===== src/design/tsum_pkg.sv =====
// ----------------------------------------------------------------------------
// tsum_pkg
// Shared types, constants and helpers for the keep-one-axis tensor sum block.
// ----------------------------------------------------------------------------
package tsum_pkg;

  localparam int SUM_BINS_DEF = 64;
  localparam int DIM_W        = 16;
  localparam int VAL_W        = 32;
  localparam int ACC_W        = 64;
  localparam int IDX_W        = 6;
  localparam int CFG_IDX_W    = 3;
  localparam int CFG_DATA_W   = 16;
  localparam int AXIS_W       = 2;
  localparam int NUM_DIMS     = 4;

  typedef enum logic [CFG_IDX_W-1:0] {
    REG_SIZE_DIM0 = 3'd0,
    REG_SIZE_DIM1 = 3'd1,
    REG_SIZE_DIM2 = 3'd2,
    REG_SIZE_DIM3 = 3'd3,
    REG_KEPT_AXIS = 3'd4
  } cfg_reg_t;

  typedef enum logic [1:0] {
    S_RUN,
    S_FLUSH,
    S_EMIT_RD,
    S_EMIT_OUT
  } state_t;

  typedef struct packed {
    logic [NUM_DIMS-1:0][DIM_W-1:0] size;
    logic [AXIS_W-1:0]              kept;
  } cfg_t;

  // Controller to datapath.
  typedef struct packed {
    logic accept;    // input transfer this cycle
    logic emit_rd;   // read accumulator at emit pointer
    logic next_bin;  // advance emit pointer
    logic clear;     // drop all bins, rewind emit pointer
  } cmd_t;

  // Datapath to controller.
  typedef struct packed {
    logic wrap;      // current element is the last of the tensor
    logic last_bin;  // emit pointer is on the final bin
  } sts_t;

  // A size of zero behaves as a size of one.
  function automatic logic [DIM_W-1:0] eff_size(input logic [DIM_W-1:0] s);
    eff_size = (s == '0) ? DIM_W'(1) : s;
  endfunction

endpackage


===== src/design/tsum_ctrl.sv =====
// ----------------------------------------------------------------------------
// tsum_ctrl
// Sequencer: stream elements, flush the last add, then emit one sum per bin.
// ----------------------------------------------------------------------------
module tsum_ctrl (
  input  logic                clk,
  input  logic                rst_n,
  input  logic                in_valid,
  output logic                in_ready,
  output logic                out_valid,
  input  logic                out_ready,
  input  tsum_pkg::sts_t      sts,
  output tsum_pkg::cmd_t      cmd
);

  tsum_pkg::state_t state_r, state_nxt;

  always_ff @(posedge clk) begin
    if (!rst_n) begin
      state_r <= tsum_pkg::S_RUN;
    end else begin
      state_r <= state_nxt;
    end
  end

  always_comb begin
    state_nxt = state_r;
    case (state_r)
      tsum_pkg::S_RUN: begin
        if (in_valid && sts.wrap) begin
          state_nxt = tsum_pkg::S_FLUSH;
        end
      end
      tsum_pkg::S_FLUSH:   state_nxt = tsum_pkg::S_EMIT_RD;
      tsum_pkg::S_EMIT_RD: state_nxt = tsum_pkg::S_EMIT_OUT;
      tsum_pkg::S_EMIT_OUT: begin
        if (out_ready) begin
          state_nxt = sts.last_bin ? tsum_pkg::S_RUN : tsum_pkg::S_EMIT_RD;
        end
      end
      default: state_nxt = tsum_pkg::S_RUN;
    endcase
  end

  always_comb begin
    in_ready     = 1'b0;
    out_valid    = 1'b0;
    cmd          = '0;
    case (state_r)
      tsum_pkg::S_RUN: begin
        in_ready   = 1'b1;
        cmd.accept = in_valid;
      end
      tsum_pkg::S_EMIT_RD: begin
        cmd.emit_rd = 1'b1;
      end
      tsum_pkg::S_EMIT_OUT: begin
        out_valid    = 1'b1;
        cmd.next_bin = out_ready && !sts.last_bin;
        cmd.clear    = out_ready && sts.last_bin;
      end
      default: ;
    endcase
  end

  a_no_overlap: assert property (@(posedge clk) disable iff (!rst_n)
    !(in_ready && out_valid))
    else $error("input and result channels open together");

  a_last_stops_input: assert property (@(posedge clk) disable iff (!rst_n)
    (cmd.accept && sts.wrap) |=> !in_ready)
    else $error("input taken after the final element");

  a_flush_then_read: assert property (@(posedge clk) disable iff (!rst_n)
    (state_r == tsum_pkg::S_FLUSH) |=> cmd.emit_rd)
    else $error("emission did not start after flush");

endmodule


===== config.mk =====
export PLATFORM = sky130hd
export DESIGN_NAME = tsum_ctrl
export DESIGN_NICKNAME = d
export VERILOG_FILES = /design/src/design/tsum_pkg.sv /design/src/design/tsum_ctrl.sv
export SDC_FILE = /design/constraint.sdc
export NUM_CORES = 1
export LEC_CHECK = 0
export BUFFER_PORTS_ARGS = -buffer_cell sky130_fd_sc_hd__buf_2
export CAP_MARGIN = 25
export CORE_AREA = 3 3 40 42
export CTS_CLUSTER_DIAMETER = 150
export DETAILED_ROUTE_END_ITERATION = 12
export DIE_AREA = 0 0 43 45
export GPL_TIMING_DRIVEN = 0
export HOLD_SLACK_MARGIN = 0.05
export PLACE_DENSITY_LB_ADDON = 0.12
export RECOVER_POWER = 25
export SETUP_SLACK_MARGIN = 0.4
export SLEW_MARGIN = 20
export SYNTH_ARGS = -nofsm -noshare
export SYNTH_HDL_FRONTEND = slang
export SYNTH_SLANG_ARGS = --single-unit

===== constraint.sdc =====
create_clock -name clk -period 1.1 [get_ports clk]
set_input_delay 0.055 -clock clk [delete_from_list [all_inputs] [get_ports clk]]
set_output_delay 0.055 -clock clk [all_outputs]
set_load 0.05 [all_outputs]

==> qor.yml, run 1 <==
grt_pass1_vias: 154
synth_area_sq_um: 118
num_vias: 164
hold_path.class: "input pin to flip-flop"
yosys.area.top_type_share_pct: 34.0
gp_congestion: 0.677
start_kind: "flip-flop"
setup_viol: 0
p_leak_nw: 0.151
fillerInstances: 141
dr.pass1.iters: 4
syn2layout_area_growth_pct: 180
start_util_pct: 9.15
fin_crit_ns: 1.03
ir_worst_vdd_uv: 532
htreeDepth: 1
top_register: "state_r"
core-area_sq_mm: 0.00128
fin_crit_sh_pct: 94.0
cts_buffers: 3
cts.sinks: 2
dieHeight_um: 45
ant_nets: 0
drv_slew: 0
cp.required_ns: 1.04
clk_latency_ns: 0.23
numPortBuffers: 11
antenna_found_initial: 0
totalPowerFinal_uw: 394
wl_per_cell_um: 8.85
die_w_um: 43
crit_type: "flip-flop to output pin"
status: "completed"
crit_fanout: 6
avgSynthCellArea_sq_um: 9.05
reg_top3: "state_r (2)"
grt_usage_pct: 5.74
netlist-cell-type-count: 11
drtIter0Drc: 1
grt-ovfl-total: 0
hold_violations: 0
cts_root_buf: "clkbuf_4"
totalWireLength_um: 416
cts_tree: "built"
largest_register_ffs: 2
cp-end-kind: "output pin"
postSynthCellCount: 13
final_cell_count_no_fill: 47
fin_tns_setup_ns: 0
avgViaCountPerCell: 3.49
dp_cells: 39
clk_pin_slew_worst_paths_ns: 0.03
grt_pass1_wl_um: 690
antennaDiodeCount: 0
nNetsFinal: 40
synth_nets: 19
clockBufferDepth: 2
grt_max_degree: 7
tightest_slew_ns: 0.170
skew_ns: 0.00452
max_cap_violations: 0
die_area_sq_mm: 0.00194
ioPinCount: 12
ys_seq_elements: 2
rsz0062_at_grt: "true"
drc: 0
arrival_ns: 0.98
row_count: 13
power_density_mw_per_mm2: 1200
yosysSeqAreaShare_pct: 34.0
synth_top_cell_by_area: "dfxtp_1"
clock.fmax_ghz: 0.967
slew_headroom_pct: 88.6
yosysWarnings: 0
ys_top_cells_by_area: "dfxtp_1, and4_4, and2b_2"
layout-drive-gt1-share_pct: 84.4
==> metal layers <==
layer | track usage [%] | vias up | part of all wire [%]
li1 | - | 84 | -
met1 | 5.28 | 69 | 42
met2 | 6.89 | 11 | 43
met3 | 5.98 | 0 | 15
met4 | 5.42 | 0 | 0
met5 | 0 | - | 0
==> critical path, cell delays in order (launching register included) <==
cell	delay [ns]
dfxtp_4	0.35
nor2_4	0.12
and2_4	0.15
buf_8	0.13
==> layout by cell type, fill, tap and decap left out <==
cell type	netlist	final
buf_2	0	5
clkbuf_4	0	4
buf_6	0	4
buf_4	0	3
nor2_4	0	2
buf_8	0	2
dfxtp_4	0	2
and2b_2	1	1
and2_2	1	1
and4_4	1	1
nand3_1	1	1
and2_4	0	1
nor3b_2	0	1
and3b_1	1	1
a21boi_0	1	1
o21a_1	1	1
dlygate4sd3_1	0	1
==> per-stage QoR <==
stage                     util (%)  worst slack [ns]  hold slack, ns  instance area, sq um
after floorplan                  -            0.0997           0.169                   138
after global placement        16.5             0.177           0.277                   211
after detailed placement      16.5             0.173           0.281                   211
after CTS                     24.8            0.0502          0.0796                   319
after global routing          25.6            0.0210          0.0898                   329
final                         25.6            0.0656          0.0888                   329
==> cell families after synthesis <==
kind of cell	count (synthesis)	share of synthesized area, %
simple gates	9	53.2
compound gates	2	12.8
flops	2	34.0
==> layout make-up <==
type | count | area, sq um | share of cell area (%)
clock buffer | 3 | 22.5 | 6.84
multi-input combinational | 11 | 100 | 30.4
sequential | 2 | 47.5 | 14.4
tap | 15 | 18.8 | 5.70
timing repair buffer | 16 | 140 | 42.6
==> final timing paths <==
kind / startpoint / endpoint / slack, ns / cells past startpoint
worst min register to register: state_r[1] / state_r[0] / 0.68 / 2
worst max register to register: state_r[0] / state_r[0] / 0.16 / 3
worst max-delay path: state_r[1] / cmd[3] / 0.07 / 3
worst min-delay path: rst_n / state_r[1] / 0.09 / 2
==> cell usage after synthesis <==
cell type,instances
and3b_1,1
and4_4,1
nor3b_1,1
nand3_1,1
nor2_1,2
o21a_1,1
dfxtp_1,2
and2_1,1
and2b_2,1
a21boi_0,1
and2_2,1
==> power by group <==
group / leakage [nW] / internal [mW] / switching (mW)
Sequential: 0.0178 / 0.0788 / 0.0106
Combinational: 0.120 / 0.0668 / 0.0722
Clock: 0.0138 / 0.121 / 0.0447
Total: 0.151 / 0.266 / 0.127
==> timing repair <==
item / in CTS / in global routing
endpoints found under the hold margin: 1 / 0
buffers inserted: 3 / 1
gates resized for setup: 16 / 1
pin swaps: 3 / 3
hold buffers: 1 / 0
endpoints found under the setup margin: 8 / 8
Power figures use the tool's default switching activity.
==> run 2, diff against run 1 <==
--- a/config.mk
+++ b/config.mk
@@ -5,6 +5,7 @@
 export SDC_FILE = /design/constraint.sdc
 export NUM_CORES = 1
 export LEC_CHECK = 0
+export ABC_AREA = 1
 export BUFFER_PORTS_ARGS = -buffer_cell sky130_fd_sc_hd__buf_2
 export CAP_MARGIN = 25
 export CORE_AREA = 3 3 40 42
==> qor.yml, run 2 <==
status: "completed"
dp_cells: 45
switching_power_uw: 142
fin_crit_sh_pct: 98.1
synth_compound_area_share_pct: 4.08
fin_util_pct: 27.6
numPortBuffers: 11
arrival_ns: 1.02
slew_headroom_pct: 83.2
gp_congestion: 0.565
synth_commonest_cells: "nor2_1, nand2_1, dfxtp_1, inv_1, nor2_2"
r2r-start: "state_r[0]"
hold_path.class: "input pin to flip-flop"
grt_max_degree: 6
avgViaCountPerCell: 3.46
die_w_um: 43
multi_input_area_sq_um: 115
core-area_sq_mm: 0.00128
crit_start: "state_r[0]"
cts_root_buf: "clkbuf_4"
synthXorXnorAreaFrac_pct: 0
skew_ns: 0.00422
crit_fanout: 5
syn2layout_area_growth_pct: 189
cp-end-kind: "output pin"
r2r_slack_ns: 0.11
die_area_sq_mm: 0.00194
num_vias: 180
largest_register_ffs: 2
fin_crit_ns: 1.08
start_util_pct: 9.54
synth_top_flop_cell: "dfxtp_1"
comb_power_share_pct: 39.3
dieHeight_um: 45
drv_slew: 0
yosys.area_share.simple_pct: 54.1
synth_mux_area_share_pct: 0
cp.required_ns: 1.04
fin_hold_ws_ns: 0.0757
start_kind: "flip-flop"
p_clk_share_pct: 38.3
tightest_slew_ns: 0.254
final_cell_count_no_fill: 52
nNetsFinal: 45
grt_pass1_vias: 190
critPathCapture: "cmd[1]"
rr_worst_depth: 5
p_leak_nw: 0.180
ctsHoldBuffers: 0
cts.sinks: 2
seq_power_share_pct: 22.4
postSynthCellCount: 19
totalWireLength_um: 494
clockBufferDepth: 2
ant_nets: 0
wl_per_cell_um: 9.50
power_density_mw_per_mm2: 1170
placed_cell_area_sq_um: 255
ioPinCount: 12
cts_buffers: 3
clk_latency_ns: 0.22
yosysMostFrequentCell: "nor2_1"
drtIter0Drc: 0
fin_tns_setup_ns: 0
reg_top3: "state_r (2)"
layout-drive-gt1-share_pct: 81.1
regArea_sq_um: 47.5
netlist-cell-type-count: 10
clock.fmax_ghz: 0.927
row_count: 13
p_int_uw: 273
fillerInstances: 152
avgSynthCellArea_sq_um: 6.45
min_path_cells: 3
final_area_sq_um: 354
antenna_found_initial: 0
yosys.area.top_type_share_pct: 32.7
htreeDepth: 1
antennaDiodeCount: 0
async_flop_share_pct: 0
synth_edf_count: 0
synth_top_family_by_area: "simple AND/OR/NAND/NOR gates"
final_common_cell: "buf_2"
hold_violations: 0
swShare_pct: 34.2
hpwl_um: 331
crit_type: "flip-flop to output pin"
drc: 0
synth_area_sq_um: 123
rsz0062_at_grt: "true"
clk_pin_slew_worst_paths_ns: 0.03
yosysWarnings: 0
ys_seq_elements: 2
top_register: "state_r"
dr.pass1.iters: 1
yosysSeqAreaShare_pct: 32.7
grt_usage_pct: 5.90
r2r_end: "state_r[1]"
grt_pass1_wl_um: 752
ir_worst_vdd_uv: 392
synth_top_cell_by_area: "dfxtp_1"
synth_nets: 25
setup_viol: 0
ys_top_cells_by_area: "dfxtp_1, nor2_1, nor2_2"
grt-ovfl-total: 0
synthAdderAreaFrac_pct: 0
cts_tree: "built"
max_cap_violations: 0
==> run 2: changes by cell type after synthesis, sizes merged <==
cell    before  now
a21boi       1    0
a21oi        0    1
and2         2    0
and2b        1    0
and3b        1    0
and4         1    0
inv          0    3
nand2        0    4
nand3        1    0
nor2         2    7
nor3         0    1
o21a         1    0
==> run 2: power by group through the flow <==
stage	logic, mW	registers, mW	clock network [mW]
after floorplan	0.0821	0.0948	0
after global placement	0.109	0.0968	0
after detailed placement	0.110	0.0969	0
after CTS	0.156	0.0926	0.173
after global routing	0.173	0.0939	0.173
final	0.163	0.0930	0.159
==> run 2: worst min path at each step <==
stage                     slack, ns          to    from
after floorplan                0.16      cmd[1]  sts[0]
after global placement         0.30  state_r[0]   rst_n
after detailed placement       0.30  state_r[0]   rst_n
after CTS                      0.07  state_r[0]   rst_n
after global routing           0.10  state_r[1]   rst_n
final                          0.08  state_r[0]   rst_n
==> run 2: final cells by class <==
class | instances | area share, %
clock buffer | 3 | 6.36
inverter | 3 | 5.30
multi-input combinational | 14 | 32.5
sequential | 2 | 13.4
tap | 15 | 5.30
timing repair buffer | 15 | 37.1
==> run 2: stage by stage <==
step / total power, mW / setup WS, ns
finish: 0.415 / 0.0210
global route: 0.440 / -0.0299
CTS: 0.421 / 0.00973
detailed placement: 0.206 / 0.114
global placement: 0.205 / 0.123
floorplan: 0.177 / 0.125
==> run 2: critical path: stages, from the launching register on <==
cell,delay [ns]
dfxtp_4,0.38
nand2_4,0.09
inv_8,0.06
nand2_4,0.04
nor2_4,0.08
buf_8,0.15
==> run 2: cells by family (layout without fill, tap and decap cells) <==
kind of cell | after synthesis | in the layout
compound gates | 1 | 1
simple gates | 13 | 13
buf+inv | 3 | 21
flops | 2 | 2
==> run 2: routing by layer <==
| layer | share of wire, % | wire length, um | vias to the layer above | track usage [%] |
|---|---|---|---|---|
| li1 | - | - | 94 | - |
| met5 | 0 | 0 | - | 0 |
| met2 | 56 | 278 | 6 | 9.28 |
| met1 | 34 | 167 | 78 | 4.80 |
| met4 | 1.6 | 8 | 0 | 9.04 |
| met3 | 7.9 | 39 | 2 | 1.99 |
==> run 2: repair_timing <==
item                       CTS  global route
resized for setup           14             1
setup endpoints to repair    8             8
hold endpoints to repair     0             0
pin swaps                    4             2
setup buffers                3             1
